[config.mk]
export PLATFORM = sky130hd
export DESIGN_NAME = nmrc_mac
export DESIGN_NICKNAME = d
export VERILOG_FILES = /design/src/rtl/nmrc_mac.sv
export SDC_FILE = /design/constraint.sdc
export NUM_CORES = 1
export LEC_CHECK = 0
export BUFFER_PORTS_ARGS = -buffer_cell sky130_fd_sc_hd__buf_4
export CAP_MARGIN = 30
export CORE_MARGIN = 10
export CORE_UTILIZATION = 40
export DETAILED_ROUTE_END_ITERATION = 7
export HOLD_SLACK_MARGIN = 0.06
export PLACE_DENSITY_LB_ADDON = 0.1
export SLEW_MARGIN = 0
export SYNTH_ARGS = -nofsm -noshare
export SYNTH_HDL_FRONTEND = slang
export SYNTH_SLANG_ARGS = --single-unit
[constraint.sdc]
create_clock -name clk -period 9.6 [get_ports clk]
set_input_delay 1.44 -clock clk [delete_from_list [all_inputs] [get_ports clk]]
set_output_delay 1.44 -clock clk [all_outputs]
set_load 0.01 [all_outputs]
[src/rtl/nmrc_mac.sv]
// shared multiply-add unit with registered result
module nmrc_mac #(
    parameter int A_W = 13,
    parameter int B_W = 15,
    parameter int P_W = 30
) (
    input  logic           clk,
    input  logic           en,
    input  logic [A_W-1:0] a,
    input  logic [B_W-1:0] b,
    input  logic [A_W-1:0] c,
    output logic [P_W-1:0] p
);

    logic [A_W+B_W-1:0] prod;
    logic [P_W-1:0]     p_reg;
    logic [P_W-1:0]     p_next;

    always_comb
    begin
        prod   = a * b;
        p_next = P_W'(prod) + P_W'(c);
    end

    always_ff @(posedge clk)
    begin
        if (en)
        begin
            p_reg <= p_next;
        end
    end

    assign p = p_reg;

endmodule

==> summary.log, run 1 <==
qor: synthesis.synth_warnings 0
qor: drt.drc 0
qor: sta.fin_setup_tns 0 ps
qor: cts.cts_made_buffers 5
qor: global_routing.grt_max_degree 30
qor: placement.gpl.final_weighted_congestion 0.863
qor: synthesis.ys_dominant_reg_cell sky130_fd_sc_hd__edfxtp_1
qor: critical_path.worst-setup-path-type in -> reg
qor: sta.achievable-frequency 149 MHz
qor: drt.via_count 5917
qor: placement.dp_hpwl 16.1 mm
qor: synthesis.synth-edff-count 29
qor: synthesis.synth_area 8060 sq um
qor: floorplanning.start_util 41.0%
qor: cts.clock_transition_at_the_register_clock_pins_on_the_worst_setup_and_hold_paths_after_cts 50 ps
qor: sta.setup_repair_after_global_routing_missed_its_margin false
qor: drt.drt_first_pass_iters 4
qor: critical_path.timing.critical_path.required 9640 ps
qor: drt.detail_route.iter0.violations 255
qor: sta.timing_max_transition_violations_final 0
qor: cts.cts_max_path_buffers 2
qor: sta.setup_viol_count_final 0
qor: synthesis.postSynthAreaPerCell 9.22 sq um
qor: placement.io_buffer_count 71
qor: synthesis.syn_nets 1168
qor: synthesis.syn-instance-count 874
qor: floorplanning.die_x 162 microns
qor: cells_and_area.antenna-diode-count 0
qor: critical_path.cp-end-kind flip-flop
qor: global_routing.grt_antenna_before_repair 0
qor: cts.tritoncts yes
qor: critical_path.setup.worst_path.start_class input pin
qor: sta.fin_crit_sh 70.0%
qor: global_routing.gr-total-overflow 0
qor: cells_and_area.fillCellCount 2017
qor: cts.post_cts.resized_instances 0
qor: global_routing.wire_length_of_the_first_global_routing_pass 33.0 mm
qor: cts.ctsRootBufferMaster sky130_fd_sc_hd__clkbuf_16
qor: cells_and_area.drive_gt1_share 8.98%
qor: worst_hold_path.hold_class in -> reg
qor: worst_hold_path.hold_path.startpoint c[0]
qor: sta.slew-limit-headroom 64.3%
qor: status.outcome complete, no violations
qor: sta.final_period_minus_worst_setup_slack 6720 ps
qor: critical_path.worst_setup_path_startpoint a[1]
qor: critical_path.cp_data_arrival_time 6760 ps
qor: drt.avgRoutedWirePerCell 16.4 microns
qor: cts.cts.sink_count 29
qor: cts.post_cts.repair.setup_buffers 0
qor: synthesis.synth_async_sr_flop_share 0%
qor: cts.htree_levels 2
qor: sta.finalHoldViolations 0
qor: cells_and_area.largest_reg_flops 29
qor: cells_and_area.synthToLayoutAreaGrowth 10.4%
qor: global_routing.grt.total_usage 15.4%
qor: synthesis.yosys.cell_types.count 44
qor: floorplanning.ios 73
qor: run.maxCapViolCount 0
qor: floorplanning.die-area 26200 sq um
qor: cells_and_area.nNetsFinal 1206
qor: critical_path.crit_path_max_fanout 15
qor: drt.wirelength 19.4 mm
qor: drt.via_per_inst 5.02
qor: synthesis.synth_seq_area_share 10.8%
qor: cts.cts_hold_repair.buffers 0
qor: synthesis.ys_seq_elements 29
qor: global_routing.first_global_vias 6405
qor: floorplanning.std_cell_rows 51
qor: drt.ant_nets 0
qor: floorplanning.core_ar 19700 sq um
qor: sta.timing_worst_slew_pin_value 530 ps
qor: floorplanning.die_h 162 microns
[per-stage QoR]
stage               worst slack (ps)  area, sq um  hold WS, ps  cells  utilization, %
floorplan                       3160         8060         1550    874               -
global placement                2630         8760         1750   1170            44.6
detailed placement              2590         8760         1740   1170            44.6
CTS                             2860         8900         1460   1178            45.3
global route                    2550         8900         1460   1178            45.3
finish                          2880         8900         1470   1178            45.3
[cells in the final DEF, fill, tap and decap left out, types with 5 or more instances in the layout]
cell type	synthesis	layout
sky130_fd_sc_hd__a21o_1	10	10
sky130_fd_sc_hd__a21oi_1	34	34
sky130_fd_sc_hd__and2_1	100	100
sky130_fd_sc_hd__buf_4	1	71
sky130_fd_sc_hd__clkbuf_16	0	5
sky130_fd_sc_hd__edfxtp_1	29	29
sky130_fd_sc_hd__fa_1	153	153
sky130_fd_sc_hd__ha_1	98	98
sky130_fd_sc_hd__inv_1	166	166
sky130_fd_sc_hd__nand2_1	128	128
sky130_fd_sc_hd__nand3_1	9	9
sky130_fd_sc_hd__nor2_1	17	17
sky130_fd_sc_hd__nor3_1	9	9
sky130_fd_sc_hd__o21ai_0	14	14
sky130_fd_sc_hd__xnor2_1	10	10
sky130_fd_sc_hd__xor2_1	13	13
[critical path, stage by stage]
cell and delay (ps):
sky130_fd_sc_hd__buf_4 170, sky130_fd_sc_hd__and2_1 190, sky130_fd_sc_hd__fa_1 530, sky130_fd_sc_hd__inv_1 50
sky130_fd_sc_hd__fa_1 490, sky130_fd_sc_hd__inv_1 60, sky130_fd_sc_hd__fa_1 500, sky130_fd_sc_hd__fa_1 460
sky130_fd_sc_hd__fa_1 510, sky130_fd_sc_hd__inv_1 50, sky130_fd_sc_hd__fa_1 470, sky130_fd_sc_hd__inv_1 40
sky130_fd_sc_hd__ha_1 350, sky130_fd_sc_hd__a21oi_1 310, sky130_fd_sc_hd__o21ai_0 230, sky130_fd_sc_hd__nor2_1 290
sky130_fd_sc_hd__a21o_1 200, sky130_fd_sc_hd__a21oi_1 70, sky130_fd_sc_hd__a2111oi_0 330
[cell usage after synthesis, types with 3 or more instances]
master	instances	share of area, %
sky130_fd_sc_hd__a211oi_1	4	0.37
sky130_fd_sc_hd__a21o_1	10	0.93
sky130_fd_sc_hd__a21oi_1	34	2.1
sky130_fd_sc_hd__and2_1	100	7.8
sky130_fd_sc_hd__clkbuf_1	38	1.8
sky130_fd_sc_hd__edfxtp_1	29	11
sky130_fd_sc_hd__fa_1	153	38
sky130_fd_sc_hd__ha_1	98	15
sky130_fd_sc_hd__inv_1	166	7.7
sky130_fd_sc_hd__nand2_1	128	6.0
sky130_fd_sc_hd__nand3_1	9	0.56
sky130_fd_sc_hd__nand4_1	3	0.23
sky130_fd_sc_hd__nor2_1	17	0.79
sky130_fd_sc_hd__nor3_1	9	0.56
sky130_fd_sc_hd__o211ai_1	4	0.37
sky130_fd_sc_hd__o21ai_0	14	0.87
sky130_fd_sc_hd__xnor2_1	10	1.1
sky130_fd_sc_hd__xor2_1	13	1.4
[area by class of cell]
class,instances,area [sq um],share of cell area [%]
Clock buffer,5,125,1.41
Tap cell,265,332,3.73
Sequential cell,29,871,9.78
Inverter,166,623,7.00
Timing Repair Buffer,71,533,5.99
Multi-Input combinational cell,639,6400,72.0
Clock inverter,3,12.5,0.141
[final timing paths]
path	cells past startpoint	endpoint	slack [ps]
worst max-delay path	19	p[18]	2880
worst min-delay path	2	p[0]	1470
[routing by layer]
metal | vias to the layer above | global-route usage, % | routed length (microns)
met5 | - | 0 | 0
li1 | 2785 | - | -
met4 | 0 | 1.45 | 138
met3 | 10 | 2.15 | 540
met1 | 3053 | 19.6 | 8420
met2 | 69 | 27.8 | 10300
[cells by family after synthesis]
group | synth area share, %
AO/OA/AOI/OAI | 7.05
XOR/XNOR | 2.50
other | 0.0465
adder cells (fa/ha/maj) | 53.2
AND/OR/NAND/NOR | 16.7
buffers and inverters | 9.73
flip-flops | 10.8
Power of run 1 is not shown: default switching activity piles up to over one toggle a cycle in this logic, so the estimate is an artifact.
==> run 2, diff against run 1 <==
Clock period 9.6 ns to 6.3 ns, I/O delays scaled along.
==> run 2 against run 1 <==
Effect of this change:
- non-clock buffer count rose by 19
- first-iteration DRC count fell by 13%
- utilization rose by 0.70 points
- critical path type unchanged
- largest cell class unchanged
==> summary.log, run 2 (synthesis results as in run 1) <==
qor: cells_and_area.mostFrequentLayoutCells sky130_fd_sc_hd__inv_1, sky130_fd_sc_hd__fa_1, sky130_fd_sc_hd__nand2_1, sky130_fd_sc_hd__and2_1, sky130_fd_sc_hd__ha_1
qor: sta.timing_worst_slew_pin_value 537 ps [+6.48 ps]
qor: cells_and_area.synthToLayoutAreaGrowth 12.1%
qor: worst_hold_path.hold_class in -> reg
qor: drt.drc 0 [unchanged]
qor: sta.achievable-frequency 168 MHz
qor: cells_and_area.antenna-diode-count 0 [unchanged]
qor: global_routing.gr-total-overflow 0 [unchanged]
qor: global_routing.grt.total_usage 15.5% [+0.12 points]
qor: global_routing.wire_length_of_the_first_global_routing_pass 33.2 mm [+0.44%]
qor: drt.wirelength 19.7 mm [+1.5%]
qor: global_routing.grt_max_degree 30 [unchanged]
qor: cts.cts_max_path_buffers 2 [unchanged]
qor: sta.finalHoldViolations 0 [unchanged]
qor: sta.setup_viol_count_final 0 [unchanged]
qor: critical_path.cp_data_arrival_time 5960 ps [-800 ps]
qor: cts.clock_transition_at_the_register_clock_pins_on_the_worst_setup_and_hold_paths_after_cts 50 ps [about the same]
qor: floorplanning.die_h 162 microns [unchanged]
qor: sta.fin_crit_sh 94.4%
qor: cts.post_cts.repair.setup_buffers 0 [unchanged]
qor: critical_path.cp-end-kind flip-flop
qor: drt.via_per_inst 4.97 [-0.99%]
qor: sta.fin_setup_tns 0 ps [unchanged]
qor: floorplanning.die-area 26200 sq um [unchanged]
qor: worst_hold_path.hold_path.startpoint c[0]
qor: status.outcome complete, no violations
qor: critical_path.worst_setup_path_startpoint b[7]
qor: cts.tritoncts yes
qor: sta.final_period_minus_worst_setup_slack 5950 ps
qor: worst_hold_path.worst_hold_path.endpoint p[0]
qor: placement.gpl.final_weighted_congestion 0.844 [-2.2%]
qor: floorplanning.core_ar 19700 sq um [unchanged]
qor: cells_and_area.largest_reg_flops 29 [unchanged]
qor: global_routing.grt_antenna_before_repair 0 [unchanged]
qor: drt.avgRoutedWirePerCell 16.4 microns [about the same]
qor: sta.timing_max_transition_violations_final 0 [unchanged]
qor: floorplanning.std_cell_rows 51 [unchanged]
qor: critical_path.crit_path_max_fanout 13 [-2]
qor: floorplanning.ios 73 [unchanged]
qor: cts.ctsRootBufferMaster sky130_fd_sc_hd__clkbuf_16
qor: cells_and_area.drive_gt1_share 10.7% [+1.8 points]
qor: cells_and_area.multiInputGateArea 6400 sq um [unchanged]
qor: global_routing.first_global_vias 6542 [+2.1%]
qor: sta.setup_repair_after_global_routing_missed_its_margin false
qor: critical_path.setup.worst_path.start_class input pin
qor: cts.post_cts.resized_instances 0 [unchanged]
qor: placement.io_buffer_count 71 [unchanged]
qor: drt.via_count 5948 [+0.52%]
qor: drt.detail_route.iter0.violations 221 [-13%]
qor: drt.drt_first_pass_iters 4 [unchanged]
qor: floorplanning.start_util 41.0% [unchanged]
qor: drt.ant_nets 0 [unchanged]
qor: critical_path.worst-setup-path-type in -> reg
qor: worst_hold_path.min_delay_path_depth 2 [unchanged]
qor: placement.dp_hpwl 16.6 mm [+3.2%]
qor: floorplanning.die_x 162 microns [unchanged]
qor: cells_and_area.fillCellCount 2040 [+1.1%]
qor: cts.cts_made_buffers 5 [unchanged]
qor: critical_path.timing.critical_path.required 6310 ps [-3330 ps]
qor: run.maxCapViolCount 0 [unchanged]
qor: cts.cts.sink_count 29 [unchanged]
qor: cells_and_area.seqCellArea 871 sq um [unchanged]
qor: cells_and_area.nNetsFinal 1225 [+1.6%]
qor: cts.htree_levels 2 [unchanged]
qor: sta.slew-limit-headroom 63.9% [-0.44 points]
qor: cts.cts_hold_repair.buffers 0 [unchanged]
qor: cells_and_area.mostFrequentLayoutCell sky130_fd_sc_hd__inv_1
-- run 2: worst max path at each step --
stage	endpoint	slack, ps	cells after the start
after global placement	p[23]	110	21
after CTS	p[24]	350	19
after global routing	p[23]	130	21
final	p[24]	350	21
after floorplan	p[23]	350	20
after detailed placement	p[24]	80	21
-- run 2: per-layer routing --
| metal | track usage, % | vias to the layer above | part of all wire, % |
|---|---|---|---|
| met4 | 1.61 | 0 | 0.81 |
| met5 | 0 | - | 0 |
| met1 | 19.8 | 3023 | 44 |
| met3 | 2.68 | 10 | 4.0 |
| met2 | 27.5 | 98 | 52 |
| li1 | - | 2817 | - |
-- run 2: worst max-delay path: stages --
cell and delay (ps):
sky130_fd_sc_hd__buf_4 170, sky130_fd_sc_hd__and2_1 170, sky130_fd_sc_hd__fa_1 530, sky130_fd_sc_hd__inv_1 50, sky130_fd_sc_hd__fa_1 470, sky130_fd_sc_hd__inv_1 50
sky130_fd_sc_hd__fa_1 490, sky130_fd_sc_hd__inv_1 60, sky130_fd_sc_hd__fa_1 530, sky130_fd_sc_hd__inv_1 50, sky130_fd_sc_hd__fa_1 480, sky130_fd_sc_hd__inv_1 50
sky130_fd_sc_hd__fa_1 480, sky130_fd_sc_hd__inv_1 40, sky130_fd_sc_hd__ha_1 200, sky130_fd_sc_hd__a21oi_1 210, sky130_fd_sc_hd__o21ai_0 130, sky130_fd_sc_hd__nor2_1 280
sky130_fd_sc_hd__nand4_1 210, sky130_fd_sc_hd__and2_1 220, sky130_fd_sc_hd__xor2_1 140
-- run 2: area by class of cell --
cell class,instances,area share [%]
multi-input combinational,639,70.9
sequential,29,9.63
timing repair buffer,90,7.48
inverter,166,6.89
tap,265,3.67
clock buffer,6,1.43
clock inverter,1,0.0415
-- run 2: per-stage QoR --
| stage | worst slack [ps] | instances | util, % | hold slack (ps) | cell area, sq um |
|---|---|---|---|---|---|
| floorplan | 354 | 874 | - | 1060 | 8060 |
| global placement | 111 | 1189 | 45.3 | 1260 | 8910 |
| detailed placement | 76.7 | 1189 | 45.3 | 1260 | 8910 |
| CTS | 353 | 1196 | 46.0 | 973 | 9040 |
| global route | 126 | 1196 | 46.0 | 968 | 9040 |
| finish | 354 | 1196 | 46.0 | 981 | 9040 |
Power of run 2 is left out for the same reason.
==> run 3, diff against run 2 <==
Settings changed: BUFFER_PORTS_ARGS -buffer_cell sky130_fd_sc_hd__buf_4 to default, DONT_BUFFER_PORTS from default to 1.
==> run 3 against run 2 <==
Effect of this change:
- cell count decreased by 7.4%
- die area unchanged
- utilization decreased by 3.4 points
- critical path depth decreased by 3
- global-route usage decreased by 0.11 points
- clock-buffer cell count decreased by 1
- via count decreased by 4.0%
- non-clock buffer count decreased by 90
- sequential cell count unchanged
- largest cell class unchanged
==> summary.log, run 3 (synthesis results as in run 1) <==
qor: status.outcome complete, no violations
qor: placement.io_buffer_count 0 [-100%]
qor: cts.ctsRootBufferMaster sky130_fd_sc_hd__clkbuf_16
qor: drt.ant_nets 0 [unchanged]
qor: cells_and_area.antenna-diode-count 0 [unchanged]
qor: sta.setup_viol_count_final 0 [unchanged]
qor: drt.wirelength 19.6 mm [-0.41%]
qor: floorplanning.die_x 162 microns [unchanged]
qor: global_routing.wire_length_of_the_first_global_routing_pass 33.0 mm [-0.64%]
qor: cts.cts_hold_repair.buffers 0 [unchanged]
qor: drt.via_per_inst 5.16 [+3.8%]
qor: cells_and_area.synthToLayoutAreaGrowth 3.82%
qor: critical_path.worst-setup-path-type in -> reg
qor: sta.finalHoldViolations 0 [unchanged]
qor: sta.fin_setup_tns 0 ps [unchanged]
qor: cells_and_area.mostFrequentLayoutCells sky130_fd_sc_hd__inv_1, sky130_fd_sc_hd__fa_1, sky130_fd_sc_hd__nand2_1, sky130_fd_sc_hd__and2_1, sky130_fd_sc_hd__ha_1
qor: placement.gpl.final_weighted_congestion 0.894 [+5.9%]
qor: critical_path.worst_setup_path_startpoint a[1]
qor: worst_hold_path.hold_class in -> reg
qor: floorplanning.start_util 41.0% [unchanged]
qor: critical_path.timing.critical_path.required 6350 ps [+40 ps]
qor: cells_and_area.fillCellCount 1982 [-2.8%]
qor: global_routing.first_global_vias 6418 [-1.9%]
qor: drt.drt_first_pass_iters 7 [+3]
qor: drt.detail_route.iter0.violations 318 [+44%]
qor: global_routing.grt.total_usage 15.4% [-0.11 points]
qor: cts.clock_transition_at_the_register_clock_pins_on_the_worst_setup_and_hold_paths_after_cts 50 ps [about the same]
qor: cells_and_area.drive_gt1_share 1.31% [-9.4 points]
qor: global_routing.gr-total-overflow 0 [unchanged]
qor: cts.cts.sink_count 29 [unchanged]
qor: floorplanning.ios 73 [unchanged]
qor: critical_path.crit_path_max_fanout 15 [+2]
qor: cts.post_cts.resized_instances 0 [unchanged]
qor: sta.slew-limit-headroom 63.3% [-0.55 points]
qor: floorplanning.die-area 26200 sq um [unchanged]
qor: sta.final_period_minus_worst_setup_slack 5890 ps [-53.1 ps]
qor: floorplanning.core_ar 19700 sq um [unchanged]
qor: cts.cts_max_path_buffers 2 [unchanged]
qor: cts.htree_levels 2 [unchanged]
qor: sta.setup_repair_after_global_routing_missed_its_margin false
qor: cts.post_cts.repair.setup_buffers 0 [unchanged]
qor: sta.timing_worst_slew_pin_value 545 ps [+8.17 ps]
qor: global_routing.grt_antenna_before_repair 0 [unchanged]
qor: drt.avgRoutedWirePerCell 17.7 microns [+7.6%]
qor: cells_and_area.largest_reg_flops 29 [unchanged]
qor: critical_path.cp-endpoint p[18]
qor: critical_path.setup.worst_path.start_class input pin
qor: critical_path.cp_data_arrival_time 5940 ps [-20 ps]
qor: drt.drc 0 [unchanged]
qor: global_routing.grt_max_degree 30 [unchanged]
qor: cells_and_area.nNetsFinal 1135 [-7.3%]
qor: sta.hold_ws 786 ps [-195 ps]
qor: placement.dp_hpwl 16.6 mm [-0.24%]
qor: sta.timing_max_transition_violations_final 0 [unchanged]
qor: cells_and_area.mostFrequentLayoutCell sky130_fd_sc_hd__inv_1
qor: run.maxCapViolCount 0 [unchanged]
qor: sta.achievable-frequency 170 MHz [+0.90%]
qor: floorplanning.std_cell_rows 51 [unchanged]
qor: sta.fin_crit_sh 93.5% [-0.84 points]
qor: drt.via_count 5713 [-4.0%]
qor: floorplanning.die_h 162 microns [unchanged]
qor: cts.tritoncts yes
qor: cts.cts_made_buffers 5 [unchanged]
qor: critical_path.cp-end-kind flip-flop
run 3: cell types whose count changed in the layout (fill, tap and decap cells not counted):
| cell | previous run | this run |
|---|---|---|
| sky130_fd_sc_hd__clkinv_2 | 0 | 1 |
| sky130_fd_sc_hd__clkbuf_1 | 1 | 0 |
| sky130_fd_sc_hd__clkinv_1 | 1 | 2 |
| sky130_fd_sc_hd__buf_4 | 90 | 0 |
run 3: cell type report:
cell class                      instances  area (sq um)  share of cell area [%]
Multi-Input combinational cell        639          6400                    76.5
Sequential cell                        29           871                    10.4
Inverter                              166           623                    7.45
Tap cell                              265           332                    3.96
Clock buffer                            5           125                    1.50
Clock inverter                          3          12.5                   0.150
run 3: worst min-delay path by stage:
stage | start | slack, ps | cells past startpoint | end
floorplan | en | 1060 | 0 | p[0]
global placement | en | 1060 | 0 | p[26]
detailed placement | en | 1060 | 0 | p[26]
CTS | en | 780 | 0 | p[26]
global route | en | 770 | 0 | p[26]
finish | en | 790 | 0 | p[26]
run 3: routing by layer:
metal	global-route usage (%)	part of all wire, %
met1	19.2	42
met2	27.8	53
met3	2.58	4.9
met4	1.94	0.85
met5	0	0
run 3: critical path, cell delays in order:
cell                        delay [ps]
sky130_fd_sc_hd__and2_1            160
sky130_fd_sc_hd__fa_1              540
sky130_fd_sc_hd__inv_1              50
sky130_fd_sc_hd__fa_1              470
sky130_fd_sc_hd__inv_1              60
sky130_fd_sc_hd__fa_1              490
sky130_fd_sc_hd__fa_1              460
sky130_fd_sc_hd__fa_1              510
sky130_fd_sc_hd__inv_1              50
sky130_fd_sc_hd__fa_1              470
sky130_fd_sc_hd__inv_1              40
sky130_fd_sc_hd__ha_1              370
sky130_fd_sc_hd__nand2_1           140
sky130_fd_sc_hd__o21ai_0           350
sky130_fd_sc_hd__nor2_1            160
sky130_fd_sc_hd__a21oi_1           220
sky130_fd_sc_hd__nor4_1             70
sky130_fd_sc_hd__a2111oi_0         380
run 3: stage by stage:
stage	utilization [%]	worst slack, ps	instances	area (sq um)
2_1_floorplan	-	354	874	8060
3_3_place_gp	41.9	169	1099	8230
3_5_place_dp	41.9	87.6	1099	8230
4_1_cts	42.6	364	1107	8370
5_1_grt	42.6	146	1107	8370
6_report	42.6	407	1107	8370
Power of run 3 is left out for the same reason.
